===== config.mk =====
export PLATFORM = sky130hd
export DESIGN_NAME = frame_rate_meter_top
export DESIGN_NICKNAME = d
export VERILOG_FILES = /design/src/rtl/core/frm_pkg.sv /design/src/rtl/core/frm_front.sv /design/src/rtl/core/frm_queue.sv /design/src/rtl/core/frm_back.sv /design/src/rtl/core/frame_rate_meter_top.sv
export SDC_FILE = /design/constraint.sdc
export NUM_CORES = 1
export LEC_CHECK = 0
export BUFFER_PORTS_ARGS = -buffer_cell sky130_fd_sc_hd__buf_2
export CAP_MARGIN = 20
export CORE_MARGIN = 2
export CORE_UTILIZATION = 40
export DETAILED_ROUTE_END_ITERATION = 10
export PLACE_DENSITY = 0.59
export SETUP_SLACK_MARGIN = 0.1
export SKIP_LAST_GASP = 1
export SLEW_MARGIN = 20
export SYNTH_ARGS = -nofsm -noshare
export SYNTH_HDL_FRONTEND = slang
export SYNTH_SLANG_ARGS = --single-unit

===== constraint.sdc =====
create_clock -name i_clk -period 5.2 [get_ports i_clk]
set_clock_uncertainty 0.1 [all_clocks]
set_input_delay 1.04 -clock i_clk [delete_from_list [all_inputs] [get_ports i_clk]]
set_output_delay 1.04 -clock i_clk [all_outputs]
set_load 0.01 [all_outputs]

===== src/rtl/core/frm_pkg.sv =====
// frm_pkg: shared widths and constants of the frame rate meter
// no dependencies
package frm_pkg;

    localparam int STAMP_W = 32;
    localparam int TIME_W  = 16;
    localparam int RATE_W  = 22;
    localparam int SCALE_W = 18;

    // rate scale 1000 ms/s times 256 fraction steps
    localparam logic [SCALE_W-1:0] RATE_SCALE   = 18'd256000;
    // 60 frames per second with 8 fraction bits
    localparam logic [RATE_W-1:0]  DEFAULT_RATE = 22'd15360;
    localparam logic [RATE_W-1:0]  RATE_MAX     = 22'h3FFFFF;
    localparam logic [TIME_W-1:0]  TIME_MAX     = 16'hFFFF;

    // frame time handed from the front to the queue
    typedef struct packed {
        logic              valid;
        logic [TIME_W-1:0] frame_time;
    } t_time_push;

endpackage


===== src/rtl/core/frm_front.sv =====
// frm_front: accepts timestamps and forms the saturated frame time
// depends on frm_pkg
module frm_front (
    input  logic                         i_clk,
    input  logic                         i_rst_n,
    input  logic                         i_push,
    input  logic                         i_queue_full,
    input  logic [frm_pkg::STAMP_W-1:0]  i_stamp_ms,
    output frm_pkg::t_time_push          o_push
);
    import frm_pkg::*;

    logic [STAMP_W-1:0] r_last_stamp;
    logic               r_stamp_seen;
    logic [STAMP_W-1:0] diff;
    logic [TIME_W-1:0]  frame_time;
    logic               accept;

    assign accept = i_push && !i_queue_full;
    assign diff   = i_stamp_ms - r_last_stamp;

    always_comb begin
        if (!r_stamp_seen) begin
            frame_time = '0;
        end else if (diff[STAMP_W-1:TIME_W] != '0) begin
            frame_time = TIME_MAX;
        end else begin
            frame_time = diff[TIME_W-1:0];
        end
    end

    assign o_push.valid      = accept;
    assign o_push.frame_time = frame_time;

    always_ff @(posedge i_clk) begin
        if (!i_rst_n) begin
            r_last_stamp <= '0;
            r_stamp_seen <= 1'b0;
        end else if (accept) begin
            r_last_stamp <= i_stamp_ms;
            r_stamp_seen <= 1'b1;
        end
    end

endmodule


===== src/rtl/core/frm_queue.sv =====
// frm_queue: two-entry queue of frame times between front and back
// depends on frm_pkg
module frm_queue (
    input  logic                        i_clk,
    input  logic                        i_rst_n,
    input  frm_pkg::t_time_push         i_push,
    input  logic                        i_pop,
    output logic                        o_full,
    output logic                        o_valid,
    output logic [frm_pkg::TIME_W-1:0]  o_frame_time
);
    import frm_pkg::*;

    logic [TIME_W-1:0] r_slots [2];
    logic              r_wr_ptr;
    logic              r_rd_ptr;
    logic [1:0]        r_count;
    logic              do_pop;

    assign o_full       = (r_count == 2'd2);
    assign o_valid      = (r_count != 2'd0);
    assign o_frame_time = r_slots[r_rd_ptr];
    assign do_pop       = i_pop && o_valid;

    always_ff @(posedge i_clk) begin
        if (i_push.valid) begin
            r_slots[r_wr_ptr] <= i_push.frame_time;
        end
    end

    always_ff @(posedge i_clk) begin
        if (!i_rst_n) begin
            r_wr_ptr <= 1'b0;
            r_rd_ptr <= 1'b0;
            r_count  <= 2'd0;
        end else begin
            if (i_push.valid) begin
                r_wr_ptr <= ~r_wr_ptr;
            end
            if (do_pop) begin
                r_rd_ptr <= ~r_rd_ptr;
            end
            if (i_push.valid && !do_pop) begin
                r_count <= r_count + 2'd1;
            end else if (do_pop && !i_push.valid) begin
                r_count <= r_count - 2'd1;
            end
        end
    end

endmodule


===== src/rtl/core/frm_back.sv =====
// frm_back: frame time ring, running sum and iterative rate divider
// depends on frm_pkg
module frm_back #(
    parameter int WINDOW = 10
) (
    input  logic                        i_clk,
    input  logic                        i_rst_n,
    input  logic                        i_q_valid,
    input  logic [frm_pkg::TIME_W-1:0]  i_q_frame_time,
    output logic                        o_q_pop,
    input  logic                        i_pop,
    output logic                        o_empty,
    output logic [frm_pkg::TIME_W-1:0]  o_frame_time_ms,
    output logic [frm_pkg::RATE_W-1:0]  o_frame_rate_q8
);
    import frm_pkg::*;

    localparam int IW   = (WINDOW > 1) ? $clog2(WINDOW) : 1;
    localparam int CW   = $clog2(WINDOW + 1);
    localparam int SW   = TIME_W + $clog2(WINDOW + 1);
    localparam int DW   = SCALE_W + CW;
    localparam int XW   = (DW > RATE_W) ? DW : RATE_W;
    localparam int STW  = $clog2(DW + 1);

    localparam logic [2:0] S_IDLE = 3'd0;
    localparam logic [2:0] S_UPD  = 3'd1;
    localparam logic [2:0] S_DIV  = 3'd2;
    localparam logic [2:0] S_DONE = 3'd3;

    logic [TIME_W-1:0] r_ring [WINDOW];
    logic [TIME_W-1:0] r_rd_data;

    logic [2:0]        r_state;
    logic [IW-1:0]     r_slot;
    logic [CW-1:0]     r_count;
    logic [SW-1:0]     r_sum;
    logic [TIME_W-1:0] r_delta;
    logic [SW-1:0]     r_rem;
    logic [DW-1:0]     r_quo;
    logic [STW-1:0]    r_step;

    logic              r_out_valid;
    logic [TIME_W-1:0] r_out_time;
    logic [RATE_W-1:0] r_out_rate;

    logic              ring_full;
    logic [TIME_W-1:0] old_time;
    logic [SW-1:0]     n_sum;
    logic [CW-1:0]     n_count;
    logic [IW-1:0]     n_slot;
    logic [SW:0]       rem_sh;
    logic              sub_ok;
    logic [XW-1:0]     quo_x;
    logic              out_free;

    assign ring_full = (r_count == CW'(WINDOW));
    assign old_time  = ring_full ? r_rd_data : '0;
    assign n_sum     = r_sum - SW'(old_time) + SW'(r_delta);
    assign n_count   = ring_full ? r_count : r_count + CW'(1);
    assign n_slot    = (r_slot == IW'(WINDOW - 1)) ? '0 : r_slot + IW'(1);

    // one restoring step per cycle
    assign rem_sh = {r_rem, r_quo[DW-1]};
    assign sub_ok = (rem_sh >= {1'b0, r_sum});
    assign quo_x  = XW'(r_quo);

    assign out_free = !r_out_valid || i_pop;
    assign o_q_pop  = (r_state == S_IDLE) && i_q_valid;

    // ring memory, registered read at the current slot
    always_ff @(posedge i_clk) begin
        r_rd_data <= r_ring[r_slot];
        if (r_state == S_UPD) begin
            r_ring[r_slot] <= r_delta;
        end
    end

    always_ff @(posedge i_clk) begin
        if (!i_rst_n) begin
            r_state <= S_IDLE;
            r_slot  <= '0;
            r_count <= '0;
            r_sum   <= '0;
        end else begin
            case (r_state)
                S_IDLE: begin
                    if (i_q_valid) begin
                        r_state <= S_UPD;
                    end
                end
                S_UPD: begin
                    r_sum   <= n_sum;
                    r_count <= n_count;
                    r_slot  <= n_slot;
                    r_state <= (n_sum == '0) ? S_DONE : S_DIV;
                end
                S_DIV: begin
                    if (r_step == STW'(DW - 1)) begin
                        r_state <= S_DONE;
                    end
                end
                S_DONE: begin
                    if (out_free) begin
                        r_state <= S_IDLE;
                    end
                end
                default: begin
                    r_state <= S_IDLE;
                end
            endcase
        end
    end

    // datapath registers
    always_ff @(posedge i_clk) begin
        case (r_state)
            S_IDLE: begin
                r_delta <= i_q_frame_time;
            end
            S_UPD: begin
                r_rem  <= '0;
                r_quo  <= DW'(RATE_SCALE) * DW'(n_count);
                r_step <= '0;
            end
            S_DIV: begin
                r_step <= r_step + STW'(1);
                if (sub_ok) begin
                    r_rem <= SW'(rem_sh - {1'b0, r_sum});
                end else begin
                    r_rem <= rem_sh[SW-1:0];
                end
                r_quo <= {r_quo[DW-2:0], sub_ok};
            end
            default: begin
                // quotient held until the result register takes it
            end
        endcase
    end

    // result holding register
    always_ff @(posedge i_clk) begin
        if (!i_rst_n) begin
            r_out_valid <= 1'b0;
        end else if (r_state == S_DONE && out_free) begin
            r_out_valid <= 1'b1;
        end else if (i_pop) begin
            r_out_valid <= 1'b0;
        end
    end

    always_ff @(posedge i_clk) begin
        if (r_state == S_DONE && out_free) begin
            r_out_time <= r_delta;
            if (r_sum == '0) begin
                r_out_rate <= DEFAULT_RATE;
            end else begin
                r_out_rate <= (quo_x > XW'(RATE_MAX)) ? RATE_MAX : quo_x[RATE_W-1:0];
            end
        end
    end

    assign o_empty         = !r_out_valid;
    assign o_frame_time_ms = r_out_time;
    assign o_frame_rate_q8 = r_out_rate;

endmodule


===== src/rtl/core/frame_rate_meter_top.sv =====
// frame_rate_meter_top: top level of the moving-average frame rate meter
// depends on frm_pkg, frm_front, frm_queue, frm_back
//
// each pushed transaction is a millisecond timestamp taken at the end of a
// frame; each popped transaction returns that frame's time (difference to the
// previous stamp, saturated to 16 bits, zero for the first stamp after reset)
// and the rate over the last WINDOW frames, floor(256000 * count / sum) in
// frames per second with 8 fraction bits, 15360 (60 fps) while the sum is 0;
// each frame passes the back end states idle, update, divide (skipped for a
// zero sum) and done, divide running the restoring divider that retires
// one quotient bit per cycle; the front end and a two-deep frame time queue
// keep taking stamps while the divider runs, and a finished result waits in
// its own register so the next frame can start before it is popped
module frame_rate_meter_top #(
    parameter int WINDOW = 10
) (
    input  logic                        i_clk,
    input  logic                        i_rst_n,
    // input side: stamp transactions
    input  logic                        push,
    output logic                        full,
    input  logic [frm_pkg::STAMP_W-1:0] i_stamp_ms,
    // result side: frame time and rate transactions
    output logic                        empty,
    input  logic                        pop,
    output logic [frm_pkg::TIME_W-1:0]  o_frame_time_ms,
    output logic [frm_pkg::RATE_W-1:0]  o_frame_rate_q8
);
    import frm_pkg::*;

    t_time_push        front_push;
    logic              q_full;
    logic              q_valid;
    logic              q_pop;
    logic [TIME_W-1:0] q_frame_time;

    // front: timestamp difference and saturation
    frm_front u_front (
        .i_clk        (i_clk),
        .i_rst_n      (i_rst_n),
        .i_push       (push),
        .i_queue_full (q_full),
        .i_stamp_ms   (i_stamp_ms),
        .o_push       (front_push)
    );

    // short queue so front and back stall on their own
    frm_queue u_queue (
        .i_clk        (i_clk),
        .i_rst_n      (i_rst_n),
        .i_push       (front_push),
        .i_pop        (q_pop),
        .o_full       (q_full),
        .o_valid      (q_valid),
        .o_frame_time (q_frame_time)
    );

    // back: ring, running sum, divider and result register
    frm_back #(
        .WINDOW (WINDOW)
    ) u_back (
        .i_clk           (i_clk),
        .i_rst_n         (i_rst_n),
        .i_q_valid       (q_valid),
        .i_q_frame_time  (q_frame_time),
        .o_q_pop         (q_pop),
        .i_pop           (pop),
        .o_empty         (empty),
        .o_frame_time_ms (o_frame_time_ms),
        .o_frame_rate_q8 (o_frame_rate_q8)
    );

    assign full = q_full;

endmodule


After elaboration in Yosys (flattened, before gate mapping) --
Memories as Yosys holds them, arrays and structs flattened. A register that Yosys moved wholly into a read port is not among the register bits. Index checks and enable logic that the tools add are counted.
Word-level totals: register bits after elaboration 154, RAM bits 192, bits of input ports 36, output and inout port bits 40, logic and storage cells 86, memories 2
Operators by class: $add $sub $neg 9, multipliers 1, $lt $le $gt $ge 2, equal/unequal tests 10, mux-type cells 23, bitwise operators 2, reduce and logical (&&, ||, !) cells 21
Memory list:
- u_back.r_ring | words 10, bits a word 16, rd ports 1, clocked after memory_dff 1, wr ports 1, RTL line frm_back.sv:30 | logic [TIME_W-1:0] r_ring [WINDOW];
- u_queue.r_slots | words 2, bits a word 16, rd ports 1, clocked after memory_dff 1, wr ports 1, RTL line frm_queue.sv:14 | logic [TIME_W-1:0] r_slots [2];
Operators by type and width (number):
- $mux W16 | 3
- $pmux W22 S2 | 1
- $logic_not A20 Y1 | 2
- $pmux W20 S2 | 1
- $sub A32 B32 Y32 | 1
- $gt A22 B22 Y1 const B | 1
- $mux W22 | 1
- $ge A21 B20 Y1 | 1
- $add A20 B16 Y20 | 1
- $mux W20 | 1
- $sub A20 B16 Y20 | 1
- $sub A20 B20 Y20 | 1
- $reduce_bool A16 Y1 | 1
- $pmux W3 S4 | 1
- $mul A7 B4 Y11 const A | 1
- $pmux W5 S2 | 1
- $mux W3 | 3
- $add A4 B1 Y4 const B | 2
- $eq A4 B4 Y1 const B | 2
- $mux W4 | 2
- $reduce_bool A2 Y1 | 4
- $mux W1 | 7
- $eq A3 B2 Y1 const B | 2
- $logic_and A1 B1 Y1 | 6
- 14 further kinds | 21

Longest topological paths before layout --
Gate-level depths: netlist (run 1).
depth in word-level cells 7, gate-level depth with buffers 20, gate-level depth less buffers 19

Cells and area by module --
A second synthesis (run 1) with hierarchy kept.
Second synthesis, totals: cell total of the unflattened synthesis 1633, area, all modules 19690.1 um^2
Modules (own cells, without submodules):
- frm_back | times used 1, cells an instance 1065, area each 14742.9 um^2, seq. area each 8778.4 um^2
- frm_front | times used 1, cells an instance 496, area each 3575.9 um^2, seq. area each 660.6 um^2
- frm_queue | times used 1, cells an instance 72, area each 1371.3 um^2, seq. area each 1061.0 um^2

Worst setup path before layout (run 1) --
Ideal clock, no wire load.
path kind input port to flip-flop, start in i_stamp_ms[28] in the netlist's numbering, end mem u_queue.r_slots[0][8] (data pin), library setup time 0.258 ns, arrival 4.013 ns, data required time 4.842 ns, path slack 0.829 ns, stages on the path 13, path buffers 3, cells stage by stage ha_1 -> buf_6 -> a21o_1 -> and2_4 -> o311a_1 -> a2111oi_2 -> o221a_1 -> o2111ai_1 -> or4_1 -> or4_1 -> buf_2 -> buf_6 -> o21a_1
RTL lines:
- start: declaration | RTL line frame_rate_meter_top.sv:22 | input logic [frm_pkg::STAMP_W-1:0] i_stamp_ms,
- end: declaration | RTL line frm_queue.sv:14

Worst setup path after layout (run 1) --
start reg u_back.r_count[0], end reg u_back.r_state[0]
Between the ends: word-level cells in the longest chain between the ends 7
RTL lines:
- start: declaration | RTL line frm_back.sv:35 | logic [CW-1:0] r_count;
- start signal: assignment | RTL line frm_back.sv:93 | r_count <= n_count;
- $eq A4 B4 Y1 | RTL line frm_back.sv:56 | assign ring_full = (r_count == CW'(WINDOW));
- $mux W16 | RTL line frm_back.sv:57 | assign old_time = ring_full ? r_rd_data : '0;
- $sub A20 B16 Y20 | RTL line frm_back.sv:58 | assign n_sum = r_sum - SW'(old_time) + SW'(r_delta);
- $add A20 B16 Y20 | RTL line frm_back.sv:58
- $logic_not A20 Y1 | RTL line frm_back.sv:95 | r_state <= (n_sum == '0) ? S_DONE : S_DIV;
- $mux W1 | RTL line frm_back.sv:95
- $pmux W3 S4 | RTL line frm_back.sv:85 | case (r_state)
- end signal: assignment | RTL line frm_back.sv:95
- end: declaration | RTL line frm_back.sv:33 | logic [2:0] r_state;
Every way passes these cells. A chain may end at the register's enable or synchronous reset.

==> flow_summary_export.csv, run 1 <==
group,metric,value,unit
power,combPwrFrac,44.4,%
timing,slew_violations,0,
timing,setup_tns,0,ns
worst_setup_path,cpPeakStageDelay,0.53,ns
final_layout,fin_nets,1884,
timing,max_freq,0.228,GHz
worst_setup_path,arrival,4.76,ns
power,p_seq_share,34.2,%
drt,wirelength,42000,um
global_routing,grt_max_degree,62,
place,place.gp.congestion,0.840,
drt,drc_errors,0,
timing,setup_viol,0,
min_path,hold_class,"reg2reg",
min_path,hp-start,"u_front.r_last_stamp[10]",
worst_setup_path,worstReg2RegStart,"u_back.r_count[0]",
worst_setup_path,cp.required,5.58,ns
floorplan,floorplan.initialDensity,40.5,%
power,netSwitchingFraction,38.1,%
timing,finalCritPeriodShare,84.4,%
drt,drtPass1Iterations,5,
floorplan,placementRows,80,
yosys,synth-edff-count,293,
timing,final-hold-violation-count,0,
yosys,ys_warn_count,0,
floorplan,dieArea,0.0501,mm2
worst_setup_path,crit_path_start_kind,"flop",
floorplan,core_area,0.0477,mm2
yosys,synthesis.nets,1806,
drt,wl_per_cell,17.7,um
yosys,ys.flop_type,"edfxtp_1",
clock_tree,cts.sinks,377,
worst_setup_path,worstPathBufferInverterCount,3,
min_path,holdPathStages,2,
yosys,postSynth.asyncResetShare,0,%
drt,drt_iter0_drc,810,
clock_tree,cts_tree,"done",
clock_tree,clockBufferDepth,3,
run,cap_viol_max_count,0,
clock_tree,cts-htree-levels,2,
worst_setup_path,cp_slowest_cell,"or4_1",
final_layout,fin_area,0.0219,mm2
clock_tree,postCtsSetupBuffers,0,
timing,slew_headroom,33.0,%
final_layout,mostFrequentLayoutCells,"edfxtp_1, inv_1, a21oi_1, nand2_1, nor2_1",
power,internal_power,8.91,mW
drt,vias,12400,
yosys,ys_seq_area_share,54.2,%
yosys,yosysUniqueCellTypes,75,
global_routing,globalRouteOverflowTotal,0,
clock_tree,clock_latency,0.57,ns
place,place_area,0.0205,mm2
floorplan,die_height,224,um
yosys,synthCells,1648,
clock_tree,cts_buffers,42,
global_routing,grt_pass1_wl,67700,um
drt,drtAntennaViolNets,0,
yosys,synth_area_leaders,"edfxtp_1, dfxtp_1, ha_1",
worst_setup_path,reg2reg_slack,0.81,ns
worst_setup_path,r2r_cells,18,
worst_setup_path,cp_max_fo,20,
final_layout,final_common_cell,"edfxtp_1",
min_path,holdPathEnd,"u_front.r_last_stamp[10]",
drt,via_per_inst,5.22,
power,p_per_area,656,mW/mm2
final_layout,layout-drive-gt1-share,14.5,%
floorplan,die_w,224,um
timing,worstMarginPinSlew,1.00,ns
global_routing,grt_use_total,17.1,%
place,port_buffers,75,
global_routing,antenna_found_initial,0,
worst_setup_path,critPathCaptureType,"flop",
worst_setup_path,cp_cell_sequence,"inv_1 > ha_1 > nand2_1 > nor2_1 > buf_4 > and2_1 > fa_1 > inv_1 > ha_1 > or4_1 > o211ai_1 > a32oi_1 > a221o_1 > xnor2_1 > nand4_1 > nor4_1 > nand4_1 > o31ai_1",
final_layout,nFillCells,4294,
global_routing,grt_pass1_vias,12400,
power,max-vdd-ir-drop,0.252,mV
clock_tree,ctsHoldBuffers,0,
yosys,synth_top_area_share,45.5,%
worst_setup_path,regToRegEndpoint,"u_back.r_state[0]",
power,power.switching,5.49,mW
yosys,syn_area,0.0193,mm2
place,post-dp-hpwl,28500,um
clock_tree,cts_resized,0,
timing,rsz0062_at_grt,"false",
worst_setup_path,path_class,"reg2reg",
timing,period_needed,4.39,ns
worst_setup_path,critPathTopFamily,"simple AND/OR/NAND/NOR gates",
clock_tree,clkTransAtPathRegs,0.06,ns
final_layout,syn_to_final_growth,13.6,%
run_status,status,"completed",
floorplan,io_pins,76,
yosys,synth_area_leader_cell,"edfxtp_1",
final_layout,antenna_cells,0,
yosys,syn_area_per_cell,11.7,um2
clock_tree,cts_root_buf,"clkbuf_16",
yosys,ys_ff_latch,377,
power,leakage,8.11,nW
power,p_clk_share,21.5,%
synth_stat cells (6+ instances only):
master and number:
a211oi_1 29, a21o_1 17, a21oi_1 118, a31oi_1 13
and2_1 36, and3_1 8, buf_1 10, clkbuf_1 55
dfxtp_1 84, edfxtp_1 293, fa_1 25, ha_1 97
inv_1 143, mux2_2 22, mux2i_1 46, mux4_2 32
nand2_1 116, nand2b_1 14, nand3_1 24, nand4_1 16
nor2_1 106, nor2b_1 45, nor3_1 24, nor4_1 10
o211ai_1 12, o21a_1 29, o21ai_0 45, o21bai_1 9
o31ai_1 6, or2_2 8, or3_1 10, or4_1 8
xnor2_1 44, xor2_1 25
cell type report:
cell class,count,area [um2],share of cell area (%)
Sequential cell,377,10500,47.8
Multi-Input combinational cell,1054,8100,36.9
Inverter,148,556,2.53
Clock inverter,17,243,1.11
Tap cell,615,769,3.51
Timing Repair Buffer,103,586,2.67
Clock buffer,61,1200,5.49
power by group through the flow:
stage / clock, mW / sequential [mW] / combinational, mW
finish: 3.09 / 4.92 / 6.39
CTS: 3.17 / 4.93 / 6.43
global placement: 0 / 4.96 / 6.32
detailed placement: 0 / 4.98 / 6.39
global route: 3.28 / 5.03 / 7.23
floorplan: 0 / 4.67 / 5.04
state kept, by name (all words and copies together) (netlist names), 5 cells and up:
| register | flops |
|---|---|
| u_back.o_frame_time_ms | 16 |
| u_back.r_rem | 20 |
| u_queue.r_slots | 32 |
| u_back.r_ring | 160 |
| u_back.o_frame_rate_q8 | 22 |
| u_back.r_step | 5 |
| u_back.r_sum | 20 |
| u_back.r_delta | 16 |
| u_back.r_rd_data | 16 |
| u_back.quo_x | 22 |
| u_front.r_last_stamp | 32 |
per-layer routing:
metal | routed length, um | global-route usage (%) | part of all wire, % | vias to the layer above
li1 | - | - | - | 6115
met1 | 19600 | 23.0 | 47 | 6027
met2 | 19700 | 28.2 | 47 | 206
met3 | 1730 | 3.32 | 4.1 | 57
met4 | 903 | 4.69 | 2.2 | 0
met5 | 0 | 0 | 0 | -
cell families after synthesis:
| kind of cell | synth area share [%] |
|---|---|
| AOI/OAI and AO/OA | 10.6 |
| xor gates and xnor gates | 3.13 |
| adders and majority gates | 8.87 |
| buffers and inverters | 4.31 |
| DFF | 54.2 |
| muxes | 7.40 |
| and+or+nand+nor | 11.4 |
worst min-delay path: stages (launching register included):
cell and delay [ns]:
dfxtp_1 0.31, nand2_1 0.05, a21oi_1 0.05
stage by stage:
stage          hold WS, ns  setup slack, ns  std cells  util (%)  total power, mW
2_1_floorplan        0.336            0.829       1648         -             9.71
3_3_place_gp         0.342            0.498       2297      42.9             11.3
3_5_place_dp         0.347            0.463       2297      42.9             11.4
4_1_cts              0.355            0.780       2375      45.9             14.5
5_1_grt              0.374            0.440       2375      46.0             15.5
6_report             0.354            0.813       2375      46.0             14.4
how the worst max path moves through the flow:
stage                                  from                endpoint  cells past startpoint
after floorplan              i_stamp_ms[28]   u_queue.r_slots[0][8]                     13
after global placement        i_stamp_ms[0]   u_queue.r_slots[0][4]                     14
after detailed placement      i_stamp_ms[0]  u_queue.r_slots[1][15]                     14
after CTS                 u_back.r_count[0]       u_back.r_state[0]                     18
after global routing      u_back.r_count[0]       u_back.r_state[0]                     18
final                     u_back.r_count[0]       u_back.r_state[0]                     18
Power figures use the tool's default switching activity.
==> inputs of run 2 (changes only) <==
Settings changed: PLACE_DENSITY 0.59 to 0.61.
Clock period 5.2 ns to 3.99 ns, I/O delays scaled along.
==> run 2 against run 1 <==
  * The flow now finishes with violations (setup timing)
  * Via count is 6.4% higher
  * Design area is 8.6% higher
  * Clock power is 32% higher
  * Total power is 50% higher
  * Clock-buffer cell count is 7 lower
  * Register-to-register slack worse by 0.82 ns
  * Sequential share of layout area is 3.8 points lower
  * First-iteration DRC count is 2.1% higher
  * Largest cell class unchanged
  * Critical path depth is 1 higher
  * Global-route usage is 0.45 points higher
  * Cell count is 7.7% higher
==> flow_summary_export.csv, run 2 (synthesis results as in run 1) <==
group,metric,value,unit
worst_setup_path,path_class,"reg2reg",
final_layout,top_regs,"u_back.r_ring: 160 flops, u_front.r_last_stamp: 32 flops, u_queue.r_slots: 32 flops",
power,max-vdd-ir-drop,0.509,mV
timing,max_freq,0.250,GHz
timing,finalCritPeriodShare,100,%
floorplan,floorplan.initialDensity,40.5,%
power,p_clk_share,19.0,%
drt,drtAntennaViolNets,0,
drt,via_per_inst,5.16,
worst_setup_path,cpPeakStageDelay,0.44,ns
clock_tree,clkTransAtPathRegs,0.06,ns
place,place.gp.congestion,0.881,
global_routing,grt_max_degree,62,
min_path,hold_class,"reg2reg",
power,power.switching,8.06,mW
worst_setup_path,cp_max_fo,5,
place,place_ws,-0.388,ns
global_routing,grt_pass1_wl,69800,um
drt,drtPass1Iterations,5,
worst_setup_path,critPathTopFamily,"simple AND/OR/NAND/NOR gates",
floorplan,placementRows,80,
drt,vias,13200,
place,post-dp-hpwl,30500,um
final_layout,final_common_cell,"edfxtp_1",
clock_tree,clockBufferDepth,3,
drt,wirelength,43800,um
global_routing,antenna_found_initial,0,
timing,worstMarginPinSlew,0.902,ns
worst_setup_path,regToRegEndpoint,"u_back.r_state[0]",
worst_setup_path,reg2reg_slack,-0.004,ns
clock_tree,cts.sinks,377,
worst_setup_path,cp_slowest_cell,"fa_1",
clock_tree,cts_root_buf,"clkbuf_16",
worst_setup_path,cp.required,4.36,ns
final_layout,syn_to_final_growth,23.4,%
worst_setup_path,r2r_cells,19,
power,p_seq_share,28.8,%
worst_setup_path,worstReg2RegStart,"u_back.r_count[0]",
floorplan,dieArea,0.0501,mm2
drt,wl_per_cell,17.1,um
global_routing,grt_pass1_vias,13400,
power,internal_power,13.5,mW
min_path,holdPathEnd,"u_front.r_last_stamp[6]",
timing,slew_headroom,39.9,%
worst_setup_path,cp_cell_sequence,"inv_2 > ha_4 > nand2_4 > nor2_4 > buf_6 > and2_4 > fa_1 > inv_2 > ha_4 > or4_1 > o211ai_1 > a32oi_4 > a221o_1 > xnor2_2 > nand4_1 > nor4_2 > buf_4 > nand4_1 > o31ai_1",
run_status,status,"finished, violations left",
clock_tree,cts_tree,"done",
final_layout,antenna_cells,0,
timing,slew_violations,0,
place,port_buffers,75,
final_layout,largest_reg_flops,160,
min_path,holdPathStages,2,
worst_setup_path,crit_path_start_kind,"flop",
drt,drt_iter0_drc,827,
worst_setup_path,critPathCaptureType,"flop",
worst_setup_path,arrival,4.37,ns
power,combPwrFrac,52.3,%
final_layout,mostFrequentLayoutCells,"edfxtp_1, buf_4, inv_1, nand2_1, a21oi_1",
clock_tree,cts-htree-levels,2,
timing,period_needed,3.99,ns
power,leakage,9.11,nW
floorplan,io_pins,76,
final_layout,fin_nets,2067,
timing,layout_setup_ws,-0.00372,ns
final_layout,layout-drive-gt1-share,26.9,%
run,cap_viol_max_count,0,
global_routing,grt_use_total,17.5,%
drt,drc_errors,0,
timing,setup_viol,1,
worst_setup_path,worstPathBufferInverterCount,4,
clock_tree,clock_latency,0.58,ns
run_status,violations,"setup timing",
clock_tree,cts_buffers,43,
floorplan,die_height,224,um
power,p_total,21.5,mW
power,p_per_area,903,mW/mm2
power,netSwitchingFraction,37.4,%
timing,final-hold-violation-count,0,
floorplan,core_area,0.0477,mm2
final_layout,largest_register,"u_back.r_ring",
min_path,hp-start,"u_front.r_last_stamp[6]",
clock_tree,ctsHoldBuffers,0,
global_routing,globalRouteOverflowTotal,0,
timing,rsz0062_at_grt,"true",
floorplan,die_w,224,um
run 2: layout make-up:
cell class                      instances  area (um2)
Fill cell                            4113       23900
Multi-Input combinational cell       1054        8560
Clock inverter                         25         263
Timing Repair Buffer                  285        1970
Tap cell                              615         769
Sequential cell                       377       10500
Inverter                              148         556
Clock buffer                           54        1220
run 2: how the worst max path moves through the flow:
stage / start / to / cells after the start
floorplan: i_stamp_ms[14] / u_queue.r_slots[0][0] / 13
global placement: i_stamp_ms[5] / u_queue.r_slots[0][4] / 12
detailed placement: i_stamp_ms[5] / u_queue.r_slots[1][5] / 12
CTS: u_back.r_count[0] / u_back.r_state[0] / 19
global route: u_back.r_count[0] / u_back.r_state[0] / 19
finish: u_back.r_count[0] / u_back.r_state[0] / 19
run 2: metal layers:
metal	wire length [um]	track usage, %	up-vias
met5	0	0	-
met4	807	4.37	0
met3	2000	3.36	52
met2	21600	30.3	233
met1	19400	22.7	6435
li1	-	-	6480
run 2: through the flow:
stage	util (%)	std cells	hold slack (ns)	cell area [um2]	setup TNS, ns
2_1_floorplan	-	1648	0.336	19500	-0.508
3_3_place_gp	45.7	2465	0.341	21800	-11.68
3_5_place_dp	45.7	2465	0.347	21800	-12.83
4_1_cts	49.2	2549	0.323	23500	-0.104
5_1_grt	49.9	2558	0.367	23800	-0.318
6_report	49.9	2558	0.355	23800	-0.00372
run 2: worst reg2reg max path: stages, from the launching register on:
cell	delay, ns
dfxtp_2	0.32
inv_2	0.07
ha_4	0.13
nand2_4	0.05
nor2_4	0.17
buf_6	0.17
and2_4	0.15
fa_1	0.44
inv_2	0.08
ha_4	0.19
or4_1	0.42
o211ai_1	0.18
a32oi_4	0.11
a221o_1	0.40
xnor2_2	0.17
nand4_1	0.12
nor4_2	0.23
buf_4	0.15
nand4_1	0.07
o31ai_1	0.20
run 2: power groups by stage:
stage	registers (mW)	logic, mW	clock network [mW]
after floorplan	6.09	6.61	0
after global placement	6.25	9.82	0
after detailed placement	6.27	9.98	0
after CTS	6.21	10.4	4.19
after global routing	6.30	12.4	4.33
final	6.19	11.2	4.08
run 2: what timing repair did:
item,CTS,global route
pin swaps,27,48
gates cloned,2,1
endpoints found under the setup margin,9,41
setup buffers,3,8
gates resized for setup,35,59
